`config.mk`:
```
export PLATFORM = sky130hd
export DESIGN_NAME = hsv_window_mask_edge_detect_unit
export DESIGN_NICKNAME = d
export VERILOG_FILES = /design/src/hdl/hwmed_pkg.sv /design/src/hdl/hwmed_cfg_regs.sv /design/src/hdl/hwmed_line_mem.sv /design/src/hdl/hwmed_front.sv /design/src/hdl/hwmed_window.sv /design/src/hdl/hsv_window_mask_edge_detect_unit.sv
export SDC_FILE = /design/constraint.sdc
export NUM_CORES = 2
export LEC_CHECK = 0
export ABC_CLOCK_PERIOD_IN_PS = 20900
export CORE_MARGIN = 5
export CORE_UTILIZATION = 41
export DETAILED_ROUTE_END_ITERATION = 16
export DONT_BUFFER_PORTS = 1
export SETUP_SLACK_MARGIN = 0.3
export SLEW_MARGIN = 20
export SYNTH_ARGS = -nofsm -noshare
export SYNTH_HDL_FRONTEND = slang
export SYNTH_SLANG_ARGS = --single-unit
```
`constraint.sdc`:
```
create_clock -name clk -period 20.9 [get_ports clk]
set_input_delay 4.18 -clock clk [delete_from_list [all_inputs] [get_ports clk]]
set_output_delay 4.18 -clock clk [all_outputs]
set_load 0.01 [all_outputs]
```
`src/hdl/hwmed_pkg.sv`:
```
`timescale 1ns / 1ps
// Shared types and constants for the HSV window mask edge detector.
// Depends on nothing; every other file of the block uses it by scoped names.
package hwmed_pkg;

  // Line store depth default
  localparam int DEF_MAX_LINE = 1024;

  // Configuration port geometry
  localparam int CFG_IDX_W  = 3;
  localparam int CFG_DATA_W = 11;

  // Reset geometry and height clamp
  localparam logic [10:0] RST_FRAME_WIDTH  = 11'd640;
  localparam logic [10:0] RST_FRAME_HEIGHT = 11'd480;
  localparam logic [10:0] MAX_HEIGHT       = 11'd2046;

  // Output pixel levels and gradient threshold
  localparam logic [7:0] PIX_EDGE    = 8'd0;
  localparam logic [7:0] PIX_FLAT    = 8'd255;
  localparam int         EDGE_THRESH = 125;
  // A window holding both mask levels has a gradient of PIX_FLAT - PIX_EDGE
  localparam bit MIXED_IS_EDGE = (int'(PIX_FLAT) - int'(PIX_EDGE)) > EDGE_THRESH;

  // Configuration register indexes
  typedef enum logic [CFG_IDX_W-1:0] {
    CFG_REF_HUE      = 3'd0,
    CFG_REF_SAT      = 3'd1,
    CFG_REF_VAL      = 3'd2,
    CFG_TOL_HUE      = 3'd3,
    CFG_TOL_SAT      = 3'd4,
    CFG_TOL_VAL      = 3'd5,
    CFG_FRAME_WIDTH  = 3'd6,
    CFG_FRAME_HEIGHT = 3'd7
  } cfg_idx_t;

  // Configuration register set
  typedef struct packed {
    logic [7:0]  ref_hue;
    logic [7:0]  ref_sat;
    logic [7:0]  ref_val;
    logic [3:0]  tol_hue;
    logic [6:0]  tol_sat;
    logic [7:0]  tol_val;
    logic [10:0] frame_width;
    logic [10:0] frame_height;
  } cfg_t;

  // Control for one item on its way from the front stage to the window stage
  typedef struct packed {
    logic       clr;       // restart: clear window, no write, no result
    logic       wr;        // write the line store entry
    logic       emit;      // this item produces a result
    logic       last;      // result is the frame's last pixel
    logic       use_prev;  // judge the window as it was before this column
    logic       mask;      // mask bit of the incoming pixel
    logic [8:0] vmask;     // in-frame neighbours of the centre
  } item_t;

endpackage

```
`src/hdl/hwmed_cfg_regs.sv`:
```
`timescale 1ns / 1ps
// Configuration register file of the HSV window mask edge detector.
// Depends on hwmed_pkg for the register indexes and the register set type.
module hwmed_cfg_regs (
  input  logic                             clk,
  input  logic                             rst_n,
  input  logic                             cfg_valid,
  output logic                             cfg_ready,
  input  logic [hwmed_pkg::CFG_IDX_W-1:0]  cfg_index,
  input  logic [hwmed_pkg::CFG_DATA_W-1:0] cfg_data,
  output hwmed_pkg::cfg_t                  cfg
);

  hwmed_pkg::cfg_t cfg_r;

  // Writes are always taken
  assign cfg_ready = 1'b1;
  assign cfg       = cfg_r;

  // Update the addressed register on each write transaction
  always_ff @(posedge clk) begin
    if (!rst_n) begin
      cfg_r              <= '0;
      cfg_r.frame_width  <= hwmed_pkg::RST_FRAME_WIDTH;
      cfg_r.frame_height <= hwmed_pkg::RST_FRAME_HEIGHT;
    end else if (cfg_valid) begin
      unique case (hwmed_pkg::cfg_idx_t'(cfg_index))
        hwmed_pkg::CFG_REF_HUE:      cfg_r.ref_hue      <= cfg_data[7:0];
        hwmed_pkg::CFG_REF_SAT:      cfg_r.ref_sat      <= cfg_data[7:0];
        hwmed_pkg::CFG_REF_VAL:      cfg_r.ref_val      <= cfg_data[7:0];
        hwmed_pkg::CFG_TOL_HUE:      cfg_r.tol_hue      <= cfg_data[3:0];
        hwmed_pkg::CFG_TOL_SAT:      cfg_r.tol_sat      <= cfg_data[6:0];
        hwmed_pkg::CFG_TOL_VAL:      cfg_r.tol_val      <= cfg_data[7:0];
        hwmed_pkg::CFG_FRAME_WIDTH:  cfg_r.frame_width  <= cfg_data[10:0];
        hwmed_pkg::CFG_FRAME_HEIGHT: cfg_r.frame_height <= cfg_data[10:0];
        default:                     cfg_r              <= cfg_r;
      endcase
    end
  end

endmodule

```
`src/hdl/hwmed_line_mem.sv`:
```
`timescale 1ns / 1ps
// Two-bit-wide line store: bit 1 holds the previous mask row, bit 0 the row before it.
// One write and one registered read per cycle, with write-to-read forwarding.
module hwmed_line_mem #(
  parameter int DEPTH = hwmed_pkg::DEF_MAX_LINE
) (
  input  logic                     clk,
  input  logic                     rd_en,
  input  logic [$clog2(DEPTH)-1:0] rd_addr,
  output logic [1:0]               rd_data,
  input  logic                     wr_en,
  input  logic [$clog2(DEPTH)-1:0] wr_addr,
  input  logic [1:0]               wr_data
);

  logic [1:0] mem [DEPTH];
  logic [1:0] rd_data_r;

  assign rd_data = rd_data_r;

  // Write port
  always_ff @(posedge clk) begin
    if (wr_en) begin
      mem[wr_addr] <= wr_data;
    end
  end

  // Read port; take the word being written in the same cycle
  always_ff @(posedge clk) begin
    if (rd_en) begin
      if (wr_en && (wr_addr == rd_addr)) begin
        rd_data_r <= wr_data;
      end else begin
        rd_data_r <= mem[rd_addr];
      end
    end
  end

endmodule

```
`src/hdl/hwmed_front.sv`:
```
`timescale 1ns / 1ps
// Front stage: raster position counters, color window test and window geometry.
// Depends on hwmed_pkg for the configuration set and the item control struct.
module hwmed_front #(
  parameter int MAX_LINE = hwmed_pkg::DEF_MAX_LINE
) (
  input  logic                        clk,
  input  logic                        rst_n,
  input  hwmed_pkg::cfg_t             cfg,
  input  logic                        in_valid,
  output logic                        in_stall,
  input  logic                        in_kind,
  input  logic [7:0]                  in_hue,
  input  logic [7:0]                  in_sat,
  input  logic [7:0]                  in_val,
  input  logic                        s1_free,
  output logic                        load,
  output hwmed_pkg::item_t            item,
  output logic [$clog2(MAX_LINE)-1:0] addr
);

  localparam int AW   = $clog2(MAX_LINE);
  localparam int WLEN = $clog2(MAX_LINE + 1);
  localparam int CMPW = ((WLEN > 11) ? WLEN : 11) + 1;

  // Strictly inside (r - t, r + t)
  function automatic logic inside_win(input logic [7:0] x, input logic [7:0] r,
                                      input logic [7:0] t);
    logic [8:0] xt;
    logic [8:0] rt;
    xt = {1'b0, x} + {1'b0, t};
    rt = {1'b0, r} + {1'b0, t};
    return ({1'b0, x} < rt) && (xt > {1'b0, r});
  endfunction

  logic [AW-1:0]   col_r, col_nxt;
  logic [11:0]     row_r, row_nxt;
  logic [CMPW-1:0] fw, w_eff, col_inc;
  logic [10:0]     h_eff;
  logic [11:0]     h_ext, h1;
  logic            wrap0, restart, in_frame, drop, accept, c_zero;
  logic [AW-1:0]   c0;
  logic [11:0]     r0;
  logic [2:0]      colv, rowv;
  logic            emit, last, use_prev, mask;
  logic [8:0]      vmask;

  // Clamp the frame geometry
  always_comb begin
    fw = CMPW'(cfg.frame_width);
    if (fw == '0) begin
      w_eff = CMPW'(1);
    end else if (fw > CMPW'(MAX_LINE)) begin
      w_eff = CMPW'(MAX_LINE);
    end else begin
      w_eff = fw;
    end
    if (cfg.frame_height == 11'd0) begin
      h_eff = 11'd1;
    end else if (cfg.frame_height > hwmed_pkg::MAX_HEIGHT) begin
      h_eff = hwmed_pkg::MAX_HEIGHT;
    end else begin
      h_eff = cfg.frame_height;
    end
    h_ext = {1'b0, h_eff};
    h1    = h_ext + 12'd1;
  end

  // Position of the incoming item and its classification
  always_comb begin
    wrap0    = CMPW'(col_r) >= w_eff;
    c0       = wrap0 ? '0 : col_r;
    r0       = wrap0 ? (row_r + 12'd1) : row_r;
    restart  = r0 > h1;
    in_frame = r0 < h_ext;
    drop     = !restart && in_frame && in_kind;
    mask     = in_frame
               && inside_win(in_hue, cfg.ref_hue, {4'd0, cfg.tol_hue})
               && inside_win(in_sat, cfg.ref_sat, {1'b0, cfg.tol_sat})
               && inside_win(in_val, cfg.ref_val, cfg.tol_val);
    c_zero   = (c0 == '0);
    if (c_zero) begin
      // centre is the last pixel of the row two above
      emit     = r0 >= 12'd2;
      colv     = {1'b1, (w_eff > CMPW'(1)), 1'b0};
      rowv     = {(r0 < h1), 1'b1, (r0 >= 12'd3)};
      last     = emit && (r0 == h1);
      use_prev = 1'b1;
    end else begin
      // centre is one row up and one column left
      emit     = r0 >= 12'd1;
      colv     = {1'b1, 1'b1, (CMPW'(c0) >= CMPW'(2))};
      rowv     = {in_frame, 1'b1, (r0 >= 12'd2)};
      last     = 1'b0;
      use_prev = 1'b0;
    end
    for (int i = 0; i < 3; i++) begin
      for (int j = 0; j < 3; j++) begin
        vmask[3*i+j] = colv[i] && rowv[j];
      end
    end
  end

  // Hand the item to the window stage
  always_comb begin
    accept        = in_valid && s1_free;
    in_stall      = !s1_free;
    load          = accept && !drop;
    addr          = c0;
    item.clr      = restart;
    item.wr       = !restart;
    item.emit     = !restart && emit;
    item.last     = !restart && last;
    item.use_prev = use_prev;
    item.mask     = mask;
    item.vmask    = vmask;
  end

  // Advance the raster position
  always_comb begin
    col_inc = CMPW'(c0) + CMPW'(1);
    if (restart || last) begin
      col_nxt = '0;
      row_nxt = '0;
    end else if (drop) begin
      col_nxt = c0;
      row_nxt = r0;
    end else if (col_inc >= w_eff) begin
      col_nxt = '0;
      row_nxt = r0 + 12'd1;
    end else begin
      col_nxt = AW'(col_inc);
      row_nxt = r0;
    end
  end

  always_ff @(posedge clk) begin
    if (!rst_n) begin
      col_r <= '0;
      row_r <= '0;
    end else if (accept) begin
      col_r <= col_nxt;
      row_r <= row_nxt;
    end
  end

endmodule

```
`src/hdl/hwmed_window.sv`:
```
`timescale 1ns / 1ps
// Window stage: 3x3 mask window, line store write-back, edge decision, result register.
// Depends on hwmed_pkg for the item control struct and the output levels.
module hwmed_window #(
  parameter int MAX_LINE = hwmed_pkg::DEF_MAX_LINE
) (
  input  logic                        clk,
  input  logic                        rst_n,
  input  logic                        load,
  input  hwmed_pkg::item_t            item,
  input  logic [$clog2(MAX_LINE)-1:0] addr,
  input  logic [1:0]                  rd_data,
  output logic                        s1_free,
  output logic                        wr_en,
  output logic [$clog2(MAX_LINE)-1:0] wr_addr,
  output logic [1:0]                  wr_data,
  output logic                        out_valid,
  input  logic                        out_stall,
  output logic [7:0]                  out_pixel_out,
  output logic                        out_end_of_frame
);

  localparam int AW = $clog2(MAX_LINE);

  logic             s1_valid_r;
  hwmed_pkg::item_t s1_item_r;
  logic [AW-1:0]    s1_addr_r;
  logic [8:0]       win_r;
  logic             out_valid_r;
  logic [7:0]       pix_r;
  logic             eof_r;

  logic       out_free, s1_move, hit1, hit0, edge_det;
  logic [2:0] col;
  logic [8:0] new_win, win_used;

  // Pipeline flow: stage holds while its result cannot enter a full output register
  always_comb begin
    out_free = !out_valid_r || !out_stall;
    s1_move  = s1_valid_r && (!s1_item_r.emit || out_free);
    s1_free  = !s1_valid_r || s1_move;
  end

  // Shift the new column into the window and judge the centre
  always_comb begin
    col      = {s1_item_r.mask, rd_data[1], rd_data[0]};
    new_win  = {col, win_r[8:3]};
    win_used = s1_item_r.use_prev ? win_r : new_win;
    hit1     = |(win_used & s1_item_r.vmask);
    hit0     = |(~win_used & s1_item_r.vmask);
    edge_det = hit1 && hit0 && hwmed_pkg::MIXED_IS_EDGE;
  end

  // Age the line store entry: previous row moves down, new mask bit on top
  assign wr_en   = s1_move && s1_item_r.wr;
  assign wr_addr = s1_addr_r;
  assign wr_data = {s1_item_r.mask, rd_data[1]};

  // Stage register
  always_ff @(posedge clk) begin
    if (!rst_n) begin
      s1_valid_r <= 1'b0;
    end else if (load) begin
      s1_valid_r <= 1'b1;
    end else if (s1_move) begin
      s1_valid_r <= 1'b0;
    end
  end

  always_ff @(posedge clk) begin
    if (load) begin
      s1_item_r <= item;
      s1_addr_r <= addr;
    end
  end

  // Window register; clear at frame end or restart
  always_ff @(posedge clk) begin
    if (!rst_n) begin
      win_r <= '0;
    end else if (s1_move) begin
      win_r <= (s1_item_r.clr || s1_item_r.last) ? 9'd0 : new_win;
    end
  end

  // Result register
  always_ff @(posedge clk) begin
    if (!rst_n) begin
      out_valid_r <= 1'b0;
    end else if (out_free) begin
      out_valid_r <= s1_move && s1_item_r.emit;
    end
  end

  always_ff @(posedge clk) begin
    if (s1_move && s1_item_r.emit) begin
      pix_r <= edge_det ? hwmed_pkg::PIX_EDGE : hwmed_pkg::PIX_FLAT;
      eof_r <= s1_item_r.last;
    end
  end

  assign out_valid        = out_valid_r;
  assign out_pixel_out    = pix_r;
  assign out_end_of_frame = eof_r;

endmodule

```
`src/hdl/hsv_window_mask_edge_detect_unit.sv`:
```
`timescale 1ns / 1ps
// Top level of the HSV window mask edge detector.
// Depends on hwmed_pkg, hwmed_cfg_regs, hwmed_front, hwmed_line_mem and hwmed_window.
//
// Usage:
//   Input channel (in_valid / in_stall) carries one HSV pixel per transaction in
//   raster order; in_kind = 1 marks a flush item. After the last pixel of a frame,
//   send frame_width + 1 flush items to drain the last row of results.
//   Output channel (out_valid / out_stall) carries one edge result per centre pixel:
//   out_pixel_out is 0 on an edge and 255 elsewhere, out_end_of_frame marks the
//   frame's last pixel. Results lag the pixel stream by one line plus one pixel.
//   Configuration (cfg_valid / cfg_ready / cfg_index / cfg_data) sets the reference
//   color, tolerances and frame size; write it only while the block is idle.
// Timing:
//   One transaction per cycle sustained. The line store is read as a transaction is
//   taken; its result is registered in the window stage, then in the output register.
//   When out_stall holds a result, one more result-producing transaction is taken
//   into the window stage; further input is then stalled until the result is taken.
// Reset:
//   rst_n clears the counters, window and pipeline; geometry returns to 640 x 480.
//   Line store contents are not cleared; rows outside the frame are never used.
module hsv_window_mask_edge_detect_unit #(
  parameter int MAX_LINE = hwmed_pkg::DEF_MAX_LINE
) (
  input  logic                             clk,
  input  logic                             rst_n,
  input  logic                             in_valid,
  output logic                             in_stall,
  input  logic                             in_kind,
  input  logic [7:0]                       in_hue,
  input  logic [7:0]                       in_sat,
  input  logic [7:0]                       in_val,
  output logic                             out_valid,
  input  logic                             out_stall,
  output logic [7:0]                       out_pixel_out,
  output logic                             out_end_of_frame,
  input  logic                             cfg_valid,
  output logic                             cfg_ready,
  input  logic [hwmed_pkg::CFG_IDX_W-1:0]  cfg_index,
  input  logic [hwmed_pkg::CFG_DATA_W-1:0] cfg_data
);

  localparam int AW = $clog2(MAX_LINE);

  hwmed_pkg::cfg_t  cfg;
  hwmed_pkg::item_t item;
  logic             load, s1_free, wr_en;
  logic [AW-1:0]    addr, wr_addr;
  logic [1:0]       rd_data, wr_data;

  // Configuration registers
  hwmed_cfg_regs u_cfg (
    .clk       (clk),
    .rst_n     (rst_n),
    .cfg_valid (cfg_valid),
    .cfg_ready (cfg_ready),
    .cfg_index (cfg_index),
    .cfg_data  (cfg_data),
    .cfg       (cfg)
  );

  // Position tracking and color classification
  hwmed_front #(
    .MAX_LINE (MAX_LINE)
  ) u_front (
    .clk      (clk),
    .rst_n    (rst_n),
    .cfg      (cfg),
    .in_valid (in_valid),
    .in_stall (in_stall),
    .in_kind  (in_kind),
    .in_hue   (in_hue),
    .in_sat   (in_sat),
    .in_val   (in_val),
    .s1_free  (s1_free),
    .load     (load),
    .item     (item),
    .addr     (addr)
  );

  // Mask line stores, read as the item enters the window stage
  hwmed_line_mem #(
    .DEPTH (MAX_LINE)
  ) u_lines (
    .clk     (clk),
    .rd_en   (load),
    .rd_addr (addr),
    .rd_data (rd_data),
    .wr_en   (wr_en),
    .wr_addr (wr_addr),
    .wr_data (wr_data)
  );

  // Window, edge decision and result register
  hwmed_window #(
    .MAX_LINE (MAX_LINE)
  ) u_window (
    .clk              (clk),
    .rst_n            (rst_n),
    .load             (load),
    .item             (item),
    .addr             (addr),
    .rd_data          (rd_data),
    .s1_free          (s1_free),
    .wr_en            (wr_en),
    .wr_addr          (wr_addr),
    .wr_data          (wr_data),
    .out_valid        (out_valid),
    .out_stall        (out_stall),
    .out_pixel_out    (out_pixel_out),
    .out_end_of_frame (out_end_of_frame)
  );

endmodule
```
=== Word level (Yosys, flattened, before mapping) ===
Memories as Yosys holds them, arrays and structs flattened. A register that Yosys moved wholly into a read port is not among the register bits.
Cells that the tools add are included.

* Reductions and logical operators: 53
* Bitwise logic cells: 3
* Magnitude comparators: 18
* Equal/unequal tests: 8
* Multiplexer cells: 24
* Add/sub/neg operators: 10

{| class="wikitable"
|+ Operator list
! cell !! count
|-
| 2-to-1 mux 12 bit || 5
|-
| 2-to-1 mux 10 bit || 4
|-
| 2-to-1 mux 11 bit || 3
|-
| greater-than comparator 9 x 8 -> 1 bit || 3
|-
| less-than comparator 8 x 9 -> 1 bit || 3
|-
| adder 12 x 1 -> 12 bit (second input constant) || 2
|-
| greater-or-equal comparator 12 x 2 -> 1 bit (second input constant) || 2
|-
| logical AND 1 bit || 23
|-
| greater-than comparator 11 bit (second input constant) || 2
|-
| zero test 11 bit || 2
|-
| adder 8 x 4 -> 9 bit || 2
|-
| adder 8 x 7 -> 9 bit || 2
|-
| adder 8 x 8 -> 9 bit || 2
|-
| bitwise AND 9 bit || 2
|-
| 2-to-1 mux 9 bit || 2
|-
| OR reduction 9 bit || 2
|-
| AND reduction 2 bit || 8
|-
| adder 11 x 1 -> 12 bit (second input constant) || 1
|-
| equality test 12 bit || 1
|-
| equality test 3 bit (second input constant) || 4
|-
| greater-or-equal comparator 10 x 12 -> 1 bit || 1
|-
| greater-or-equal comparator 12 x 1 -> 1 bit (second input constant) || 1
|-
| greater-or-equal comparator 12 bit || 1
|-
| greater-than comparator 12 x 1 -> 1 bit (second input constant) || 1
|-
| 18 further kinds || 37
|}

* Logic and storage cells: 140
* Output and inout port bits: 12
* Bits of input ports: 44
* Bits in writable memories: 2048
* Memories: 1
* Register bits: 132

{| class="wikitable"
|+ Memories
! memory !! words !! width !! read ports !! clocked after memory_dff !! write ports !! RTL line !! source
|-
| u_lines.mem || 1024 || 2 || 1 || 1 || 1 || hwmed_line_mem.sv:16 || <nowiki>logic [1:0] mem [DEPTH];</nowiki>
|}

=== Logic depth before layout (Yosys ltp) ===
* Depth after elaboration: 12
* Depth in mapped cells: 31
* Gate-level depth less buffers: 22

=== Hierarchy ===
From an unflattened synthesis, not the netlist that was laid out.

* Cells, all modules: 5981
* Area, all modules: 94339.2 sq um

{| class="wikitable"
|+ Modules (own cells, without submodules)
! module !! area each (sq um) !! instances !! cells each !! seq. area each (sq um)
|-
| hwmed_line_mem || 84130.7 || 1 || 4816 || 61559.0
|-
| hwmed_front || 6109.6 || 1 || 795 || 440.4
|-
| hwmed_cfg_regs || 2492.4 || 1 || 244 || 1301.2
|-
| hwmed_window || 1606.5 || 1 || 126 || 1031.0
|}

=== Worst setup path before layout ===
No wires, ideal clock.

* Path type: register to register
* Start: register u_window.s1_item_r (netlist bit u_window.wr_data[1])
* End: memory u_lines.mem[0][1], data pin
* Slack: 6105 ps
* Arrival time: 12106 ps
* Data required time: 18211 ps
* Cell stages (with the launch flop): 1
* Library setup time: 2689 ps
* Period minus slack after synthesis: 14795 ps
* Path through: edfxtp_1

{| class="wikitable"
|+ RTL lines
! element !! RTL line !! source
|-
| start, declared || hwmed_window.sv:26 || <nowiki>hwmed_pkg::item_t s1_item_r;</nowiki>
|-
| start signal, assigned || hwmed_window.sv:72 || <nowiki>s1_item_r <= item;</nowiki>
|-
| end, declared || hwmed_line_mem.sv:16 ||
|}

Straight into the memory's write port.

=== Worst setup path in the final report ===
* Start: input port out_stall
* End: output port in_stall

* Word-level cells in the longest chain between the ends: 6

{| class="wikitable"
|+ Ends and longest elaborated chain
! element !! RTL line !! source
|-
| start, declared || hsv_window_mask_edge_detect_unit.sv:34 || <nowiki>input logic out_stall,</nowiki>
|-
| zero test 1 bit || hwmed_window.sv:39 || <nowiki>out_free = !out_valid_r || !out_stall;</nowiki>
|-
| logical OR 1 bit || hwmed_window.sv:39 ||
|-
| logical OR 1 bit || hwmed_window.sv:40 || <nowiki>s1_move = s1_valid_r && (!s1_item_r.emit || out_free);</nowiki>
|-
| logical AND 1 bit || hwmed_window.sv:40 ||
|-
| logical OR 1 bit || hwmed_window.sv:41 || <nowiki>s1_free = !s1_valid_r || s1_move;</nowiki>
|-
| zero test 1 bit || hwmed_front.sv:107 || <nowiki>in_stall = !s1_free;</nowiki>
|-
| end, declared || hsv_window_mask_edge_detect_unit.sv:28 || <nowiki>output logic in_stall,</nowiki>
|}

No other way between the ends.

==> impl_metrics.toml <==
[synthesis]
yosys.area.top_type = "edfxtp_1"
ys_types = 104
ys.warnings.count = 0
syn_inst = 7192
avgSynthCellArea_um2 = 13.16
synthesis.area_um2 = 94670
synthArstFlopShare_pct = 0
synth_edf_count = 2076
synth_top_flop_cell = "edfxtp_1"
synth.top_cell.area_share_pct = 65.85
ys_seq_area_share_pct = 67.92
ys_top_cells_by_area = "edfxtp_1 (66%), nor2_1 (4.9%), mux2i_1 (3.7%)"
synth-seq-cells = 2174

[worst_setup_path]
endpoint_kind = "primary output"
cp_max_fo = 3
crit_arrival_ns = 4.47
critPathKind = "in2out"
path_buf_inv = 1
crit_chain = "nand4_1 > inv_1"
critPathLaunchType = "input port"
critPathSlowestCell = "inv_1"
cp_data_required_time_ns = 16.72
cpPeakStageDelay_ns = 0.16
r2r_slack_ns = 13.35
timing.rr.end = "u_lines.rd_data[0]$_DFFE_PP_"
crit_family = "buffers and inverters"
reg2reg_from = "u_cfg.cfg[15]$_SDFFE_PN0P_"
reg2reg_depth = 17

[cells_and_area]
area_delta_synth_final_pct = 11.30
drive_above_1_share_pct = 11.57
final_common_cell = "edfxtp_1"
stdcell_count = 10320
final_util_pct = 45.83
final_cell_mix = "edfxtp_1 (2,076), nor2_1 (1,236), nand2_1 (529), a21oi_1 (432), mux2i_1 (350)"
final_nets = 7283

[hold_path]
holdPathStages = 2
min_to = "u_cfg.cfg[11]$_SDFFE_PN0P_"
hold_path_class = "reg2reg"
worstHoldStart = "u_cfg.cfg[11]$_SDFFE_PN0P_"

[cts]
cts_buffer_depth = 3
ctsResizeCount = 0
clk_latency_ns = 0.91
ctsRootBufferMaster = "clkbuf_16"
cts_tree = "built"
h-tree-depth = 4
cts_buffers = 218
clk_pin_slew_ns = 0.06
cts.sinks = 2174
postCtsSetupBuffers = 0
postCtsHoldBufs = 0

[timing]
min_period_over_period_pct = 41.40
grt_setup_unrepaired = "false"
finalSetupViolations = 0
skew_ns = 0.06007
slew_violations = 0
fin_setup_tns_ns = 0
min_period_ns = 8.653
hold_violations = 0
max_slew_margin_pct = 11.67
worst_pin_slew_ns = 1.325
fmax_mhz = 115.6

[routing]
firstDrtPassIters = 8
avgRoutedWirePerCell_um = 32.76
drt_iter0_drc = 10080
viasPerCell = 6.300
final_antenna_net_count = 0
wirelength_mm = 338.1
vias = 65030
drc = 0

[floorplan]
dieArea_um2 = 240600
die_y_um = 490.5
rows = 176
fp.dieW_um = 490.5
initial_core_util_pct = 41.18
core-area_um2 = 229900
num_io_pins = 56

[power]
cellLeakagePower_uw = 0.03310
power_uw = 9137
power.density_nw_per_um2 = 86.73
peakVddDrop_v = 0.00009445

[status]
status = "finished clean"

[place]
gp_congestion = 0.9273
portBuffers = 0
dp_hpwl_mm = 197.4
place_inst = 9902

[global_routing]
overflow = 0
met3_usage_pct = 8.549
grt_pass1_vias = 62570
met1_usage_pct = 34.91
antenna_found_initial = 28
grt_max_degree = 241
grt-busiest-layer = "met2"
grtUsageTotal_pct = 27.17
grtUsageMet2_pct = 41.26
grt_first_pass_wirelength_mm = 469.3

[run]
cap_viol_max_count = 0
==> cell families after synthesis <==
family / after synthesis / synth area share [%]
muxes: 544 / 7.055
other: 1 / 0.003961
and+or+nand+nor: 2257 / 10.10
adders and majority gates: 142 / 1.924
buffers and inverters: 636 / 2.905
DFF: 2174 / 67.92
AOI/OAI and AO/OA: 1357 / 9.340
xor gates and xnor gates: 81 / 0.7494
==> stage by stage <==
step | hold WS, ns | instance area, um^2 | setup WS, ns
floorplan | 0.4272 | 94670 | 6.105
global placement | 0.4501 | 98130 | 12.23
detailed placement | 0.4542 | 98180 | 12.24
CTS | 0.4626 | 105300 | 12.24
global route | 0.4940 | 105300 | 12.21
finish | 0.4601 | 105400 | 12.25
==> worst max-delay path by stage <==
stage	start	to	slack (ns)	cells after the start
floorplan	u_window.wr_data[1]$_DFFE_PP_	u_lines.mem[0][1]$_DFFE_PP_	6.10	0
global placement	out_stall	in_stall	12.23	2
global route	out_stall	in_stall	12.21	2
finish	out_stall	in_stall	12.25	2
detailed placement	out_stall	in_stall	12.24	2
CTS	out_stall	in_stall	12.24	2
==> synthesized netlist by cell type (15+ instances only) <==
master        n
dfxtp_1      98
buf_1        29
nand3_1     121
nor2_1     1242
nor4_1       26
mux4_2       88
o21ai_0     208
xor2_1       16
xnor2_1      65
o21a_1       27
nand2_1     569
and3_1       26
o2111ai_1    16
o22ai_1      99
a2111oi_0    15
ha_1        136
a211oi_1     72
inv_1        89
buf_4        26
nand2b_1     21
a21oi_1     433
and2_1       28
a221oi_1     32
nor3_1       78
a22oi_1      45
a31oi_1      61
edfxtp_1   2076
nor2b_1      35
a21o_1       36
o221ai_1     55
buf_2       138
mux2_2      106
nand4_1      31
o211ai_1     74
mux2i_1     350
clkbuf_1    330
==> layer usage <==
layer / share of wire, % / vias up
met3: 13 / 993
met2: 44 / 4434
met4: 6.2 / 12
met1: 37 / 32770
li1: - / 26820
met5: 0.054 / -
==> sequential cells by signal, indices dropped and copies added (netlist names) <==
signal	flops
u_cfg.cfg	65
u_front.col_r	10
u_front.row_r	12
u_lines.mem	2048
u_lines.rd_data	2
u_window.out_end_of_frame	1
u_window.out_pixel_out	1
u_window.out_valid	1
u_window.s1_item_r	13
u_window.s1_valid_r	1
u_window.win_r	9
u_window.wr_addr	10
u_window.wr_data	1
==> where the power goes <==
group          switching (uW)  internal (uW)
combinational             298            118
clock                    1720           2240
sequential               10.9           4760
==> cell type report <==
type / instances / area [um^2]
Timing Repair Buffer: 219 / 1770
Multi-Input combinational cell: 4383 / 27960
Sequential cell: 2174 / 64310
Inverter: 101 / 396.6
Fill cell: 20400 / 124500
Clock inverter: 134 / 1375
Clock buffer: 272 / 5722
Tap cell: 3026 / 3786
Antenna cell: 13 / 32.53
(Power assumes the default switching activity.)
